### src/design/icbc_div.sv
// Restoring divider, one quotient bit per stage, elastic valid/ready chain.
module icbc_div #(
  parameter int NUM_W  = 36,
  parameter int DEN_W  = 24,
  parameter int SIDE_W = 8
) (
  input  logic              clk,
  input  logic              rst_n,
  input  logic              in_vld,
  output logic              in_rdy,
  input  logic [NUM_W-1:0]  in_num,
  input  logic [SIDE_W-1:0] in_side,
  input  logic [DEN_W-1:0]  den,
  output logic              out_vld,
  input  logic              out_rdy,
  output logic [NUM_W-1:0]  out_quo,
  output logic [DEN_W-1:0]  out_rem,
  output logic [SIDE_W-1:0] out_side
);

  logic              vld_r  [NUM_W];
  logic [NUM_W-1:0]  num_r  [NUM_W];
  logic [DEN_W-1:0]  rem_r  [NUM_W];
  logic [SIDE_W-1:0] side_r [NUM_W];
  logic [NUM_W:0]    rdy;

  assign rdy[NUM_W] = out_rdy;
  assign in_rdy     = rdy[0];

  for (genvar s = 0; s < NUM_W; s++) begin : g_st
    logic              v_s;
    logic [NUM_W-1:0]  num_s;
    logic [DEN_W-1:0]  rem_s;
    logic [SIDE_W-1:0] side_s;
    logic [DEN_W:0]    acc;
    logic [DEN_W:0]    diff;
    logic              ge;

    if (s == 0) begin : g_first
      assign v_s    = in_vld;
      assign num_s  = in_num;
      assign rem_s  = '0;
      assign side_s = in_side;
    end else begin : g_next
      assign v_s    = vld_r[s-1];
      assign num_s  = num_r[s-1];
      assign rem_s  = rem_r[s-1];
      assign side_s = side_r[s-1];
    end

    // numerator shifts out at the top while quotient bits shift in at the bottom
    assign acc    = {rem_s, num_s[NUM_W-1]};
    assign diff   = acc - {1'b0, den};
    assign ge     = (acc >= {1'b0, den});
    assign rdy[s] = !vld_r[s] || rdy[s+1];

    always_ff @(posedge clk) begin
      if (!rst_n) begin
        vld_r[s] <= 1'b0;
      end else if (rdy[s]) begin
        vld_r[s] <= v_s;
      end
    end

    always_ff @(posedge clk) begin
      if (rdy[s]) begin
        rem_r[s]  <= ge ? diff[DEN_W-1:0] : acc[DEN_W-1:0];
        num_r[s]  <= {num_s[NUM_W-2:0], ge};
        side_r[s] <= side_s;
      end
    end
  end

  assign out_vld  = vld_r[NUM_W-1];
  assign out_quo  = num_r[NUM_W-1];
  assign out_rem  = rem_r[NUM_W-1];
  assign out_side = side_r[NUM_W-1];

endmodule

### config.mk
export PLATFORM = sky130hd
export DESIGN_NAME = icbc_div
export DESIGN_NICKNAME = d
export VERILOG_FILES = /design/src/design/icbc_div.sv
export SDC_FILE = /design/constraint.sdc
export NUM_CORES = 2
export LEC_CHECK = 0
export ABC_AREA = 1
export BUFFER_PORTS_ARGS = -buffer_cell sky130_fd_sc_hd__buf_2
export CAP_MARGIN = 25
export CORE_AREA = 2 2 458 460
export CTS_CLUSTER_SIZE = 28
export DETAILED_ROUTE_END_ITERATION = 16
export DIE_AREA = 0 0 460 462
export PLACE_DENSITY = 0.76
export SYNTH_ARGS = -nofsm -noshare
export SYNTH_HDL_FRONTEND = slang
export SYNTH_SLANG_ARGS = --single-unit
### constraint.sdc
create_clock -name clk -period 18.9 [get_ports clk]
set_clock_uncertainty 0.15 [all_clocks]
set_input_delay 3.78 -clock clk [delete_from_list [all_inputs] [get_ports clk]]
set_output_delay 3.78 -clock clk [all_outputs]
set_load 0.01 [all_outputs]
==> flow_summary.toml <==
[floorplan]
core_area_mm2 = 0.2081
fp.dieW_um = 460
die_height_um = 462
num_rows = 168
ios = 142
start_util = 0.5665
die_area_mm2 = 0.2125

[power]
combPwrFrac = 0.323
power.switching_uw = 6498
clkPwrFrac = 0.257
max-vdd-ir-drop_uv = 114.6
swShare = 0.3315
internal_power_uw = 13100
power.share.sequential = 0.419
power_uw = 19600
p_leak_uw = 0.05323
power_density_mw_per_mm2 = 150.0

[critical_path]
cp_data_arrival_time_ps = 9650
path_delay_family = "simple AND/OR/NAND/NOR gates"
critical_path.most_common_cell = "nand4_4"
worst-path-buf-inv = 8
cp-start-kind = "primary input"
cp_slowest_stage_delay_ps = 400
slowest_stage = "buf_4"
cp_data_required_time_ps = 14970
crit_start = "out_rdy"
end_kind = "primary output"
r2r_start = "vld_r[8][3]$_DFFE_PP_"
critPathMaxFanout = 70
critical_path_class = "in2out"

[routing]
route.detailed.drc = 0
route.detailed.wl_per_inst_um = 20.24
dr.pass1.iters = 6
final_antenna_net_count = 0
drt_iter0_markers = 6323
via_count = 74560
via_per_inst = 5.770
drt_wl_total_um = 261500

[synth]
syn_nets = 10620
ys_seq_area_frac = 0.6326
synth_compound_area_frac = 0.09473
synth_xor_area_frac = 0.05705
ys_ff_latch = 2484
synth-edff-count = 2483
async_flop_share = 0
synth_cell_types = 55
synth_top_family_by_area = "simple AND/OR/NAND/NOR gates"
synth-simple-area-share = 0.09709
synthMuxAreaShare = 0.0004245
synthAdderAreaFrac = 0.09530
synth_area_mm2 = 0.1179
netlist_instances = 9672
syn_avg_cell_area_um2 = 12.19
ys.warnings.count = 0
synth_top_flop_cell = "edfxtp_1"

[sta]
slew_headroom = 0.3111
fin_setup_tns_ps = 0
hold_ws_ps = 244.0
finalSetupViolations = 0
report.final.hold_viol_count = 0
worst_pin_slew_ps = 1031
fin_crit_sh = 0.7186
min_period_ps = 13580
slew_viol_final = 0
rsz0062_at_grt = "false"
clock.fmax_mhz = 73.63

[clock_tree]
cts-buffers-inserted = 275
clock_sinks = 2484
root_buffer = "clkbuf_16"
cts_max_path_buffers = 4
clkLatencyLatePin_ps = 930
clkTransAtPathRegs_ps = 60
ctsHoldBuffers = 0
cts_resized = 0
cts_setup_buffers = 0
cts_tree = "done"
ctsHtreeMaxLevel = 5

[grt]
grt_antenna_before_repair = 1
grt_first_pass_wirelength_um = 405000
gr-total-overflow = 0
grtUsageTotal = 0.2449
grt_pass1_vias = 73800
grt_max_degree = 71

[placement]
dp.cells = 12460
placed_area_mm2 = 0.1223
io_buffers = 141
place_congestion = 0.9230
dp_hpwl_um = 174100

[finish]
nNetsFinal = 10970
postLayoutCellArea_mm2 = 0.1306
nFillCells = 15330
final_cells = 12920
most-common-layout-cells = "edfxtp_1 (2483), a21oi_1 (1584), nand2_1 (1118), nor2_1 (1055), ha_1 (842)"
final_common_cell = "edfxtp_1"
area_delta_synth_final_pct = 10.82
drive_above_1_share = 0.06901
n_antenna_cell = 0

[hold_path]
hp-start = "num_r[6][53]$_DFFE_PP_"
hp-class = "reg2reg"

[job]
maxCapViolCount = 0

[run_status]
outcome = "finished, final reports clean"
## stage by stage
step,util,setup WS (ps)
floorplan,-,90.07
global placement,0.5875,5537
detailed placement,0.5875,5294
CTS,0.6278,5138
global route,0.6278,4743
finish,0.6278,5319
## flip-flops by register name, indices dropped and copies added (netlist names)
name,flops
side_r,288
rem_r,864
num_r,1296
vld_r,36
## final cells by class
type | count | area, um2 | area share
clock buffer | 325 | 7239 | 0.05541
clock inverter | 136 | 1135 | 0.008686
inverter | 500 | 1878 | 0.01437
multi-input combinational | 6503 | 40850 | 0.3127
sequential | 2484 | 74580 | 0.5709
tap | 2720 | 3403 | 0.02605
timing repair buffer | 254 | 1556 | 0.01191
## power groups by stage
stage | clock, uW | combinational, uW | sequential (uW)
2_1_floorplan | 0 | 4900 | 8020
3_3_place_gp | 0 | 6040 | 8280
3_5_place_dp | 0 | 6210 | 8310
4_1_cts | 5150 | 6280 | 8220
5_1_grt | 5330 | 7120 | 8320
6_report | 5040 | 6340 | 8220
## routing by layer
| layer | vias to the layer above | global-route usage | part of all wire |
|---|---|---|---|
| li1 | 35950 | - | - |
| met1 | 35580 | 0.3021 | 0.40 |
| met2 | 2346 | 0.4276 | 0.50 |
| met3 | 687 | 0.03459 | 0.056 |
| met4 | 0 | 0.1123 | 0.049 |
| met5 | - | 0 | 0 |
## Yosys cell counts (37+ instances only)
master    instances  share of area
a21oi_1        1584          0.067
buf_2            89         0.0038
clkbuf_1         88         0.0028
edfxtp_1       2483           0.63
ha_1            842          0.089
inv_1           498          0.016
nand2_1        1122          0.036
nand3_1         320          0.014
nand4_1          87         0.0046
nor2_1         1055          0.034
nor3_1           65         0.0028
nor4_1           44         0.0023
o211ai_1         37         0.0024
o21ai_0         238          0.010
o21ai_1          77         0.0033
o21bai_1         38         0.0024
xnor2_1         480          0.036
xor2_1          288          0.021
## kinds of logic (layout without fill, tap and decap cells)
family,count (synthesis),after routing
buffers and inverters,685,1215
DFF,2484,2484
muxes,5,5
adders and majority gates,877,877
and+or+nand+nor,2740,2740
AOI/OAI and AO/OA,2113,2113
xor gates and xnor gates,768,768
## final timing paths
| kind | depth (start not counted) | end | slack, ps |
|---|---|---|---|
| hold reg to reg | 0 | num_r[6][90]$_DFFE_PP_ | 240 |
| hold / removal | 0 | num_r[6][90]$_DFFE_PP_ | 240 |
| setup / recovery | 26 | in_rdy | 5320 |
| setup reg to reg | 25 | num_r[0][141]$_DFFE_PP_ | 11530 |
No activity file was read; power rests on OpenSTA's default activity.
